`config.mk`:
```
export PLATFORM = sky130hd
export DESIGN_NAME = unsorted_array_priority_queue_core_flat
export DESIGN_NICKNAME = d
export VERILOG_FILES = /design/src/sv/apq_pkg.sv /design/src/sv/apq_if.sv /design/src/sv/apq_store.sv /design/src/sv/apq_scan.sv /design/src/sv/unsorted_array_priority_queue_core.sv /design/src/flat_wrapper.sv
export SDC_FILE = /design/constraint.sdc
export NUM_CORES = 1
export LEC_CHECK = 0
export BUFFER_PORTS_ARGS = -buffer_cell sky130_fd_sc_hd__buf_2
export CAP_MARGIN = 20
export CORE_MARGIN = 2
export CORE_UTILIZATION = 55
export DETAILED_ROUTE_END_ITERATION = 16
export GPL_TIMING_DRIVEN = 0
export PLACE_DENSITY = 0.72
export SYNTH_ARGS = -nofsm -noshare
export SYNTH_HDL_FRONTEND = slang
export SYNTH_SLANG_ARGS = --single-unit
```
`constraint.sdc`:
```
create_clock -name clk -period 15.6 [get_ports clk]
set_clock_uncertainty 0.15 [all_clocks]
set_input_delay 3.9 -clock clk [delete_from_list [all_inputs] [get_ports clk]]
set_output_delay 3.9 -clock clk [all_outputs]
set_load 0.03 [all_outputs]
```
`src/sv/apq_pkg.sv`:
```
// Shared types and constants for the unsorted-array minimum priority queue.
// No dependencies; every other file of the block uses this package.
`default_nettype none

package apq_pkg;

	localparam int unsigned DEPTH_DEF    = 16;
	localparam int unsigned KEY_BITS_DEF = 16;
	localparam int unsigned PAYLOAD_BITS = 32;
	localparam int unsigned CNT_BITS     = 5;

	localparam logic [CNT_BITS-1:0] CAP_RESET = CNT_BITS'(16);

	// Operation codes; the unused code falls through to peek.
	typedef enum logic [1:0] {
		FN_INSERT = 2'd0,
		FN_PEEK   = 2'd1,
		FN_REMOVE = 2'd2
	} func_t;

	typedef enum logic [1:0] {
		ST_INSERTED = 2'd0,
		ST_FULL     = 2'd1,
		ST_RETURNED = 2'd2,
		ST_EMPTY    = 2'd3
	} status_t;

	typedef enum logic [2:0] {
		S_IDLE,
		S_SCAN,
		S_PICK,
		S_SWAP_A,
		S_SWAP_B,
		S_FINISH
	} state_t;

	// Control of the shared compare unit.
	typedef struct packed {
		logic en;
		logic first;
	} scan_ctl_t;

endpackage

`default_nettype wire

```
`src/sv/apq_if.sv`:
```
// Valid/ready channel interfaces for requests and responses of the queue.
// Depends on apq_pkg.
`default_nettype none

interface apq_req_if #(
	parameter int unsigned KEY_BITS = apq_pkg::KEY_BITS_DEF
);
	logic                            valid;
	logic                            ready;
	logic [1:0]                      func;
	logic [KEY_BITS-1:0]             key;
	logic [apq_pkg::PAYLOAD_BITS-1:0] payload;

	modport source (output valid, func, key, payload, input ready);
	modport sink   (input valid, func, key, payload, output ready);
endinterface

interface apq_rsp_if #(
	parameter int unsigned KEY_BITS = apq_pkg::KEY_BITS_DEF
);
	logic                             valid;
	logic                             ready;
	apq_pkg::status_t                 status;
	logic [KEY_BITS-1:0]              out_key;
	logic [apq_pkg::PAYLOAD_BITS-1:0] out_payload;
	logic [apq_pkg::CNT_BITS-1:0]     occupancy;

	modport source (output valid, status, out_key, out_payload, occupancy, input ready);
	modport sink   (input valid, status, out_key, out_payload, occupancy, output ready);
endinterface

`default_nettype wire

```
`src/sv/apq_store.sv`:
```
// Entry memory: key and payload arrays, one write port, one registered read port.
// Depends on apq_pkg.
`default_nettype none

module apq_store #(
	parameter int unsigned DEPTH    = apq_pkg::DEPTH_DEF,
	parameter int unsigned KEY_BITS = apq_pkg::KEY_BITS_DEF,
	localparam int unsigned AW      = (DEPTH > 1) ? $clog2(DEPTH) : 1
) (
	input  wire logic                             clk,
	input  wire logic                             wr_en,
	input  wire logic [AW-1:0]                    wr_addr,
	input  wire logic [KEY_BITS-1:0]              wr_key,
	input  wire logic [apq_pkg::PAYLOAD_BITS-1:0] wr_payload,
	input  wire logic                             rd_en,
	input  wire logic [AW-1:0]                    rd_addr,
	output logic      [KEY_BITS-1:0]              rd_key,
	output logic      [apq_pkg::PAYLOAD_BITS-1:0] rd_payload
);

	logic [KEY_BITS-1:0]              key_mem [DEPTH];
	logic [apq_pkg::PAYLOAD_BITS-1:0] pay_mem [DEPTH];
	logic [KEY_BITS-1:0]              rd_key_q;
	logic [apq_pkg::PAYLOAD_BITS-1:0] rd_payload_q;

	always_ff @(posedge clk) begin
		if (wr_en) begin
			key_mem[wr_addr] <= wr_key;
			pay_mem[wr_addr] <= wr_payload;
		end
	end

	always_ff @(posedge clk) begin
		if (rd_en) begin
			rd_key_q     <= key_mem[rd_addr];
			rd_payload_q <= pay_mem[rd_addr];
		end
	end

	assign rd_key     = rd_key_q;
	assign rd_payload = rd_payload_q;

endmodule

`default_nettype wire

```
`src/sv/apq_scan.sv`:
```
// Shared compare unit: keeps the running minimum over one entry per cycle.
// Depends on apq_pkg.
`default_nettype none

module apq_scan #(
	parameter int unsigned KEY_BITS = apq_pkg::KEY_BITS_DEF,
	parameter int unsigned AW       = 4
) (
	input  wire logic                             clk,
	input  wire apq_pkg::scan_ctl_t               ctl,
	input  wire logic [KEY_BITS-1:0]              cand_key,
	input  wire logic [apq_pkg::PAYLOAD_BITS-1:0] cand_payload,
	input  wire logic [AW-1:0]                    cand_pos,
	output logic      [KEY_BITS-1:0]              best_key,
	output logic      [apq_pkg::PAYLOAD_BITS-1:0] best_payload,
	output logic      [AW-1:0]                    best_pos
);

	logic [KEY_BITS-1:0]              best_key_q;
	logic [apq_pkg::PAYLOAD_BITS-1:0] best_payload_q;
	logic [AW-1:0]                    best_pos_q;
	logic                             take;

	// Strict compare: on a tie the earlier position stays.
	assign take = ctl.en && (ctl.first || (cand_key < best_key_q));

	always_ff @(posedge clk) begin
		if (take) begin
			best_key_q     <= cand_key;
			best_payload_q <= cand_payload;
			best_pos_q     <= cand_pos;
		end
	end

	assign best_key     = best_key_q;
	assign best_payload = best_payload_q;
	assign best_pos     = best_pos_q;

endmodule

`default_nettype wire

```
`src/sv/unsorted_array_priority_queue_core.sv`:
```
// Top level of the minimum priority queue kept as an unordered entry array.
// Depends on apq_pkg, apq_if, apq_store and apq_scan.
`default_nettype none

// Channel   Dir  Handshake          Content
// req       in   valid/ready        func, key, payload
// rsp       out  valid/ready        status, out_key, out_payload, occupancy
// cfg       in   cfg_wr_en only     cfg_wr_data = capacity
//
// Insert and an operation on an empty queue go from transfer straight to
// S_FINISH, which loads the response register. Other requests first pass
// S_SCAN over the N stored entries, then S_PICK: the single compare unit sees one entry per
// cycle, fed by the single read port of the entry memory, and remove spends
// one read and two writes on the swap in S_SWAP_A and S_SWAP_B. One request is in flight at a time.
// Reset clears the count, the capacity (to 16) and the response valid; the
// entry memory needs no clearing since only written slots are ever read.
// A stalled response holds in its register; the next request is taken meanwhile.

module unsorted_array_priority_queue_core #(
	parameter int unsigned DEPTH    = apq_pkg::DEPTH_DEF,
	parameter int unsigned KEY_BITS = apq_pkg::KEY_BITS_DEF
) (
	input  wire logic                         clk,
	input  wire logic                         arst_n,
	apq_req_if.sink                           req,
	apq_rsp_if.source                         rsp,
	input  wire logic                         cfg_wr_en,
	input  wire logic [apq_pkg::CNT_BITS-1:0] cfg_wr_data
);

	localparam int unsigned AW        = (DEPTH > 1) ? $clog2(DEPTH) : 1;
	localparam int unsigned CW        = apq_pkg::CNT_BITS;
	localparam int unsigned PW        = apq_pkg::PAYLOAD_BITS;
	// Count never passes the 5-bit capacity, so the depth limit saturates there.
	localparam int unsigned DEPTH_SAT = (DEPTH > ((1 << CW) - 1)) ? ((1 << CW) - 1) : DEPTH;
	localparam logic [CW-1:0] DEPTH_LIM = CW'(DEPTH_SAT);

	apq_pkg::state_t  state_q, state_d;
	apq_pkg::status_t status_q;

	logic [CW-1:0]   count_q;
	logic [CW-1:0]   cap_q;
	logic [CW-1:0]   idx_q;
	logic            is_remove_q;

	logic            rsp_valid_q;
	apq_pkg::status_t rsp_status_q;
	logic [KEY_BITS-1:0] rsp_key_q;
	logic [PW-1:0]   rsp_payload_q;
	logic [CW-1:0]   rsp_occ_q;

	logic            req_xfer;
	logic            is_insert;
	logic            ins_ok;
	logic            rsp_free;
	logic [CW-1:0]   last_idx;

	// memory and compare unit hookup
	logic                mem_we;
	logic [AW-1:0]       mem_waddr;
	logic [KEY_BITS-1:0] mem_wkey;
	logic [PW-1:0]       mem_wpay;
	logic                mem_re;
	logic [AW-1:0]       mem_raddr;
	logic [KEY_BITS-1:0] rd_key;
	logic [PW-1:0]       rd_payload;

	apq_pkg::scan_ctl_t  scan_ctl;
	logic [AW-1:0]       scan_pos;
	logic [KEY_BITS-1:0] best_key;
	logic [PW-1:0]       best_payload;
	logic [AW-1:0]       best_pos;

	assign req.ready = (state_q == apq_pkg::S_IDLE);
	assign req_xfer  = req.valid && req.ready;
	assign is_insert = (req.func == apq_pkg::FN_INSERT);
	assign ins_ok    = (count_q < cap_q) && (count_q < DEPTH_LIM);
	assign rsp_free  = !rsp_valid_q || rsp.ready;
	assign last_idx  = CW'(count_q - 1'b1);
	assign scan_pos  = AW'(CW'(idx_q - 1'b1));

	apq_store #(
		.DEPTH    (DEPTH),
		.KEY_BITS (KEY_BITS)
	) u_store (
		.clk        (clk),
		.wr_en      (mem_we),
		.wr_addr    (mem_waddr),
		.wr_key     (mem_wkey),
		.wr_payload (mem_wpay),
		.rd_en      (mem_re),
		.rd_addr    (mem_raddr),
		.rd_key     (rd_key),
		.rd_payload (rd_payload)
	);

	apq_scan #(
		.KEY_BITS (KEY_BITS),
		.AW       (AW)
	) u_scan (
		.clk          (clk),
		.ctl          (scan_ctl),
		.cand_key     (rd_key),
		.cand_payload (rd_payload),
		.cand_pos     (scan_pos),
		.best_key     (best_key),
		.best_payload (best_payload),
		.best_pos     (best_pos)
	);

	// Next state
	always_comb begin
		state_d = state_q;
		unique case (state_q)
			apq_pkg::S_IDLE: begin
				if (req_xfer) begin
					if (is_insert || (count_q == '0))
						state_d = apq_pkg::S_FINISH;
					else
						state_d = apq_pkg::S_SCAN;
				end
			end
			apq_pkg::S_SCAN: begin
				if (idx_q >= count_q)
					state_d = apq_pkg::S_PICK;
			end
			apq_pkg::S_PICK: begin
				state_d = is_remove_q ? apq_pkg::S_SWAP_A : apq_pkg::S_FINISH;
			end
			apq_pkg::S_SWAP_A: state_d = apq_pkg::S_SWAP_B;
			apq_pkg::S_SWAP_B: state_d = apq_pkg::S_FINISH;
			apq_pkg::S_FINISH: begin
				if (rsp_free)
					state_d = apq_pkg::S_IDLE;
			end
			default: state_d = apq_pkg::S_IDLE;
		endcase
	end

	// Memory and compare unit controls per state
	always_comb begin
		mem_we         = 1'b0;
		mem_waddr      = AW'(count_q);
		mem_wkey       = req.key;
		mem_wpay       = req.payload;
		mem_re         = 1'b0;
		mem_raddr      = AW'(idx_q);
		scan_ctl.en    = 1'b0;
		scan_ctl.first = 1'b0;
		unique case (state_q)
			apq_pkg::S_IDLE: begin
				// append on insert; start the scan at entry zero otherwise
				mem_we    = req_xfer && is_insert && ins_ok;
				mem_re    = req_xfer && !is_insert;
				mem_raddr = '0;
			end
			apq_pkg::S_SCAN: begin
				scan_ctl.en    = 1'b1;
				scan_ctl.first = (idx_q == CW'(1));
				mem_re         = (idx_q < count_q);
			end
			apq_pkg::S_PICK: begin
				// fetch the last entry for the swap
				mem_re    = is_remove_q;
				mem_raddr = AW'(last_idx);
			end
			apq_pkg::S_SWAP_A: begin
				mem_we    = 1'b1;
				mem_waddr = best_pos;
				mem_wkey  = rd_key;
				mem_wpay  = rd_payload;
			end
			apq_pkg::S_SWAP_B: begin
				mem_we    = 1'b1;
				mem_waddr = AW'(last_idx);
				mem_wkey  = best_key;
				mem_wpay  = best_payload;
			end
			apq_pkg::S_FINISH: begin
			end
			default: begin
			end
		endcase
	end

	// Control state: sequencer, entry count, capacity, response valid
	always_ff @(posedge clk or negedge arst_n) begin
		if (!arst_n) begin
			state_q     <= apq_pkg::S_IDLE;
			count_q     <= '0;
			cap_q       <= apq_pkg::CAP_RESET;
			rsp_valid_q <= 1'b0;
		end else begin
			state_q <= state_d;
			if (cfg_wr_en)
				cap_q <= cfg_wr_data;
			if (req_xfer && is_insert && ins_ok)
				count_q <= CW'(count_q + 1'b1);
			else if (state_q == apq_pkg::S_SWAP_B)
				count_q <= last_idx;
			if ((state_q == apq_pkg::S_FINISH) && rsp_free)
				rsp_valid_q <= 1'b1;
			else if (rsp.ready)
				rsp_valid_q <= 1'b0;
		end
	end

	// Datapath registers: scan index, operation, status, response payload
	always_ff @(posedge clk) begin
		if (req_xfer) begin
			idx_q       <= CW'(1);
			is_remove_q <= (req.func == apq_pkg::FN_REMOVE);
			if (is_insert)
				status_q <= ins_ok ? apq_pkg::ST_INSERTED : apq_pkg::ST_FULL;
			else if (count_q == '0)
				status_q <= apq_pkg::ST_EMPTY;
			else
				status_q <= apq_pkg::ST_RETURNED;
		end else if ((state_q == apq_pkg::S_SCAN) && (idx_q < count_q)) begin
			idx_q <= CW'(idx_q + 1'b1);
		end
		if ((state_q == apq_pkg::S_FINISH) && rsp_free) begin
			rsp_status_q <= status_q;
			rsp_occ_q    <= count_q;
			if (status_q == apq_pkg::ST_RETURNED) begin
				rsp_key_q     <= best_key;
				rsp_payload_q <= best_payload;
			end else begin
				rsp_key_q     <= '0;
				rsp_payload_q <= '0;
			end
		end
	end

	assign rsp.valid       = rsp_valid_q;
	assign rsp.status      = rsp_status_q;
	assign rsp.out_key     = rsp_key_q;
	assign rsp.out_payload = rsp_payload_q;
	assign rsp.occupancy   = rsp_occ_q;

endmodule

`default_nettype wire

```
`src/flat_wrapper.sv`:
```
// flat-port wrapper written by rule: the top's interface ports become plain ports
module unsorted_array_priority_queue_core_flat 
#(
	parameter int unsigned DEPTH    = apq_pkg::DEPTH_DEF,
	parameter int unsigned KEY_BITS = apq_pkg::KEY_BITS_DEF
)
  (clk, arst_n, cfg_wr_en, cfg_wr_data, req_valid, req_func, req_key, req_payload, req_ready, rsp_valid, rsp_status, rsp_out_key, rsp_out_payload, rsp_occupancy, rsp_ready);
  apq_req_if #(.KEY_BITS(KEY_BITS)) req_i ();
  apq_rsp_if #(.KEY_BITS(KEY_BITS)) rsp_i ();
  input  wire logic clk;
  input  wire logic arst_n;
  input  wire logic cfg_wr_en;
  input  wire logic [apq_pkg::CNT_BITS-1:0] cfg_wr_data;
  input wire logic [$bits(req_i.valid)-1:0] req_valid;
  input wire logic [$bits(req_i.func)-1:0] req_func;
  input wire logic [$bits(req_i.key)-1:0] req_key;
  input wire logic [$bits(req_i.payload)-1:0] req_payload;
  output wire logic [$bits(req_i.ready)-1:0] req_ready;
  output wire logic [$bits(rsp_i.valid)-1:0] rsp_valid;
  output wire logic [$bits(rsp_i.status)-1:0] rsp_status;
  output wire logic [$bits(rsp_i.out_key)-1:0] rsp_out_key;
  output wire logic [$bits(rsp_i.out_payload)-1:0] rsp_out_payload;
  output wire logic [$bits(rsp_i.occupancy)-1:0] rsp_occupancy;
  input wire logic [$bits(rsp_i.ready)-1:0] rsp_ready;
  assign req_i.valid = req_valid;
  assign req_i.func = req_func;
  assign req_i.key = req_key;
  assign req_i.payload = req_payload;
  assign req_ready = req_i.ready;
  assign rsp_valid = rsp_i.valid;
  assign rsp_status = rsp_i.status;
  assign rsp_out_key = rsp_i.out_key;
  assign rsp_out_payload = rsp_i.out_payload;
  assign rsp_occupancy = rsp_i.occupancy;
  assign rsp_i.ready = rsp_ready;
  unsorted_array_priority_queue_core #(.DEPTH(DEPTH), .KEY_BITS(KEY_BITS)) u_core (.clk(clk), .arst_n(arst_n), .req(req_i), .rsp(rsp_i), .cfg_wr_en(cfg_wr_en), .cfg_wr_data(cfg_wr_data));
endmodule
```
* Word-level counts from Yosys, hierarchy flattened
Memories as Yosys holds them, arrays and structs flattened. A register that Yosys moved wholly into a read port is not among the register bits.
Index checks and enable logic that the tools add are counted.
** Word-level totals
- Register bits after elaboration :: 129
- Input bits :: 60
- Memories kept :: 2
- RAM bits :: 768
** Memories
- u_core.u_store.pay_mem :: depth 16, bits a word 32, rd ports 1, clocked after Yosys merged registers in 1, wr ports 1, RTL line apq_store.sv:22 : logic [apq_pkg::PAYLOAD_BITS-1:0] pay_mem [DEPTH];
- u_core.u_store.key_mem :: depth 16, bits a word 16, rd ports 1, clocked after Yosys merged registers in 1, wr ports 1, RTL line apq_store.sv:21 : logic [KEY_BITS-1:0] key_mem [DEPTH];
** Operators by class
- $lt $le $gt $ge :: 5
- Equality and inequality tests :: 11
- Reductions and logical operators :: 20
- Muxes and demuxes :: 22
- Add/sub/neg operators :: 4
** Operators by type and width (number)
- 32-bit one-hot mux with 2 select lines :: 1
- 16-bit one-hot mux with 2 select lines :: 1
- 3-bit one-hot mux with 6 select lines :: 1
- 16-bit < comparator :: 1
- 4-bit one-hot mux with 2 select lines :: 2
- 3-bit two-way mux :: 5
- 5-bit by 1-bit adder with 5-bit output, second input constant :: 2
- 5-bit < comparator :: 2
- 5-bit two-way mux :: 2
- 1-bit logical AND :: 8
- 3-bit by 2-bit equality test with 1-bit output, second input constant :: 2
- 3-bit equality test, second input constant :: 2
- 1-bit two-way mux :: 6
- 5-bit by 1-bit equality test with 1-bit output, second input constant :: 1
- 5-bit >= comparator :: 1
- 5-bit zero test :: 1
- 5-bit < comparator, second input constant :: 1
- 5-bit by 1-bit subtractor with 5-bit output, second input constant :: 1
- 2-bit equality test, second input constant :: 2
- 2-bit two-way mux :: 2
- 2-bit by 1-bit != test with 1-bit output, second input constant :: 2
- 2-bit nonzero test :: 2
- 4-bit by 1-bit subtractor with 4-bit output, second input constant :: 1
- 3-bit by 1-bit equality test with 1-bit output, second input constant :: 1
- 9 further kinds :: 12

* Logic depth before layout (Yosys ltp)
- Depth in word-level cells :: 7
- Gate-level depth with buffers :: 12

* By module
From an unflattened synthesis, not the netlist that was laid out.
** Unflattened totals
- Cell total of the unflattened synthesis :: 1879
- Area total of the unflattened synthesis :: 37068.1 µm²
** By module, submodules not included
- apq_store :: area each 30175.2 µm², times used 1, cells an instance 1242, seq. area each 24503.5 µm²
- unsorted_array_priority_queue_core :: area each 4936.0 µm², times used 1, cells an instance 531, seq. area each 2193.4 µm²
- apq_scan :: area each 1956.9 µm², times used 1, cells an instance 106, seq. area each 1561.5 µm²

* Worst setup path before layout
OpenSTA, ideal clock, no wires.
- Kind :: in2reg
- From :: input port req_func[1]
- To :: memory u_core.u_store.key_mem[10][0] (netlist name) (enable)
- Slack :: 6.327 ns
- Data required time :: 14.927 ns
- Setup time :: 0.523 ns
- Stages on the path :: 6
- Arrival :: 8.600 ns
- Path buffers :: 0
- Path through :: nor4_1 -> nand3_1 -> a31oi_2 -> nand3_1 -> a221oi_2 -> nor3b_1
** On the way
- Longest elaborated chain between the ends :: 6
** RTL lines
- start: declaration :: RTL line flat_wrapper.sv:15 : input wire logic [$bits(req_i.func)-1:0] req_func;
- 2-bit zero test :: RTL line unsorted_array_priority_queue_core.sv:76 : assign is_insert = (req.func == apq_pkg::FN_INSERT);
- 1-bit logical AND (2 in a row) :: RTL line unsorted_array_priority_queue_core.sv:153 : mem_we = req_xfer && is_insert && ins_ok;
- 1-bit one-hot mux with 2 select lines :: RTL line unsorted_array_priority_queue_core.sv:150 : unique case (state_q)
- 1-bit two-way mux :: RTL line apq_store.sv:27 : if (wr_en) begin
- 1-bit two-way mux (not written as such) :: RTL line apq_store.sv:28 : key_mem[wr_addr] <= wr_key;
- end: declaration :: RTL line apq_store.sv:21
No other way between the ends.

* Worst setup path after layout
- From :: input port req_func[1]
- To :: memory u_core.u_store.key_mem[10][1] (netlist name) (enable)
Same word-level chain as after synthesis.

==> results.md <==
* Seq pwr share at 0.384
* Die width at 267 um
* Clock transition at path regs at 0.06 ns
* Flops & latches, synth at 945
* Distinct cells, synth at 56
* Vias/cell at 6.35
* First-pass GRT wire length at 151 mm
* Final ANT Viol Nets at 0
* Placer Congestion at 0.850
* Total grt overflow at 0
* # clock sinks at 945
* Vias in the first global route at 23900
* CP max FO at 10
* Final Net Count at 2879
* Die height at 267 um
* Post-Syn Instances at 2534
* Pre-antenna DRT Iters at 5
* CTS Buffer Depth at 3
* Critical Path End Type: register
* Setup crit start kind: input pin
* Crit path required time at 15.81 ns
* Fin util at 0.638
* Num CTS Buffers at 95
* Comb power frac at 0.396
* Post-Layout Cell Count at 3750
* Die area at 71200 um^2
* Routed met2 length at 48.8 mm
* Row Count at 96
* Pleak at 15.1 nW
* Max frequency at 151 MHz
* GRT Total Usage at 0.293
* Unrepaired setup endpoints after global routing: no
* Setup TNS at 0 ns
* CTS tree: done
* Core ar. at 68500 um^2
* Vias at 23800
* Latest clock arrival within the worst-skew pair at 0.68 ns
* WHS at 0.299 ns
* CP arrival at 6.85 ns
* Fin. Hold Viols at 0
* Critical path class: input pin to register
* Metal-1 WL at 39.8 mm
* Maxcap violations at 0
* P&R area growth vs syn at 15.0%
* CTS Root Cell: clkbuf_16
* Routed WL per cell at 27.8 um
* Status: finished, final reports clean
* Main synth FF type: edfxtp_1
* Dpl ws at 8.34 ns
* DRC violations left at 0
* Fin worst setup slack at 8.96 ns
* Initial core utilization at 0.555
* Worst min path class: register to register
* Worst slew margin at 0.182
* Hold buffer count at cts at 0
* I/O Buffers at 115
* Synth Warn # at 0
* Tcrit/Tclk final at 0.426
* EDFF count, synth at 926
* DP HPWL at 67.5 mm
* Layout cells sized above 1 at 0.140
* Setup Fix Bufs, Post-CTS at 0
* Sequential-to-total area share from yosys stat at 0.743
* Met3 Routed Length at 11.8 mm
* Filler cells at 4747
* Pwr/cell area at 232 nW/um^2
* Share of power burned in the clock network at 0.221
* Routed WL at 104 mm
* Placed instance count at 3573
* Sw frac at 0.385
* Max layer used: met5
* Mean area per synthesized cell at 15.0 um^2
* Worst slew pin tran at 1.23 ns
* Antenna violations before repair at 3
* Iter 0 DRT Violations at 3249
* Max Transition Viols Final at 0
* H-tree levels at 3
* Largest net degree at the start of global routing at 49
* Syn_nets at 2623
* Mapped Area at 38000 um^2
* Share of flip-flops with an asynchronous set or reset at 0.0148
* Power Internal at 0.00623 W
* Min cycle time layout at 6.64 ns
* Max IR drop VDD at 161 uV
* Setup violators final at 0
* PostCTS Resize Cnt at 0
* IO Count at 117
* Sw Pwr at 0.00391 W
synthesized netlist by cell type, drive strengths merged (2+ instances only):
master  instances  area, um^2
a22oi          36         270
nor2           46         173
o21a            4        30.0
buf            75         463
nor4            2        12.5
xnor2           6        52.6
edfxtp        926       27800
mux2i         145        1450
xor2            5        43.8
ha             29         363
a21oi          14        73.8
dfrtp          13         325
a21o            6        45.0
dfxtp           5         100
o221ai          2        17.5
o21ai          15        78.8
o211ai          2        15.0
nor3            6        40.0
nand2b          6        37.5
inv            31         116
nand4           7        43.8
o311ai          2        17.5
a32o           48         480
and3            4        25.0
nand3          56         280
a211o           2        17.5
nand3b         48         360
nor2b           8        50.1
nor3b           5        37.5
clkbuf         87         327
nand2         476        1790
a31oi          99         626
a211oi         99         793
and2          145         907
a221o          64         641
final timing paths:
check,from,to,slack (ns),cells past startpoint
worst max-delay path,req_func[1],u_core.u_store.key_mem[10][1],8.96,9
worst min-delay path,u_core.status_q[1],u_core.rsp.status[1],0.30,0
worst max register to register,u_core.state_q[0],u_core.u_store.pay_mem[3][9],11.44,8
worst min register to register,u_core.status_q[1],u_core.rsp.status[1],0.30,0
max in group asynchronous,arst_n,u_core.cap_q[4],12.03,1
min in group asynchronous,arst_n,u_core.count_q[0],2.98,1
layout by cell type, fill, tap and decap left out, types with 19 or more instances in the layout:
master,instances
edfxtp_1,926
nand2_1,476
buf_2,159
mux2i_1,145
and2_1,144
clkbuf_1,105
a31oi_1,98
clkbuf_16,97
a211oi_1,88
a221o_1,64
nand3_1,56
nand3b_1,48
a32o_1,48
a22oi_1,36
nor2_1,34
inv_1,30
ha_1,29
clkinv_2,21
clkinv_1,19
registers in the layout, summed over array words and instances (netlist names):
| name | count |
|---|---|
| u_core.is_remove_q | 1 |
| u_core.u_store.pay_mem | 512 |
| u_core.rsp.out_key | 16 |
| u_core.u_scan.best_pos | 4 |
| u_core.rsp.status | 2 |
| u_core.count_q | 5 |
| u_core.rsp.occupancy | 5 |
| u_core.rsp.out_payload | 32 |
| u_core.rsp.valid | 1 |
| u_core.u_store.rd_key | 16 |
| u_core.u_scan.best_key | 16 |
| u_core.u_store.rd_payload | 32 |
| u_core.u_scan.best_payload | 32 |
| u_core.idx_q | 5 |
| u_core.cap_q | 5 |
| u_core.status_q | 2 |
| u_core.state_q | 3 |
| u_core.u_store.key_mem | 256 |
worst max-delay path: stages:
cell and delay [ns]:
buf_2 0.12, nor4_1 0.36, nand3_1 0.14, a31oi_2 0.42, nand3_1 0.16, a221oi_2 0.38
nor3b_2 0.90, buf_6 0.28, buf_6 0.19
power groups by stage:
stage	Clock [W]	Sequential, W	Combinational, W
2_1_floorplan	0	0.00394	0.00232
3_3_place_gp	0	0.00399	0.00361
3_5_place_dp	0	0.00393	0.00390
4_1_cts	0.00224	0.00389	0.00393
5_1_grt	0.00235	0.00392	0.00422
6_report	0.00224	0.00389	0.00401
metrics by stage:
stage               total power [W]  instance area (um^2)
floorplan                   0.00626                 38000
finish                       0.0101                 43700
global route                 0.0105                 43700
detailed placement          0.00783                 40600
CTS                          0.0101                 43700
global placement            0.00760                 39700
cell type report:
type	count	area, um^2	area share
Multi-Input combinational cell	1396	8990	0.206
Buffer	162	790	0.0181
Tap cell	882	1100	0.0253
Inverter	31	116	0.00266
Clock buffer	119	2550	0.0583
Timing Repair Buffer	159	1390	0.0318
Sequential cell	945	28300	0.647
Clock inverter	55	500	0.0115
Antenna cell	1	2.50	0.0000573
cell families after synthesis:
group	synth area share
xor+xnor	0.00253
simple gates	0.0995
mux	0.0385
fa+ha+maj	0.00954
buf+inv	0.0238
flops	0.743
compound gates	0.0828
layer usage:
metal | up-vias | GRT usage
met5 | - | 0
met4 | 6 | 0.119
met3 | 246 | 0.0769
met2 | 1459 | 0.467
met1 | 11900 | 0.386
li1 | 10200 | -
Note: power is estimated with default switching activity, not from simulation.
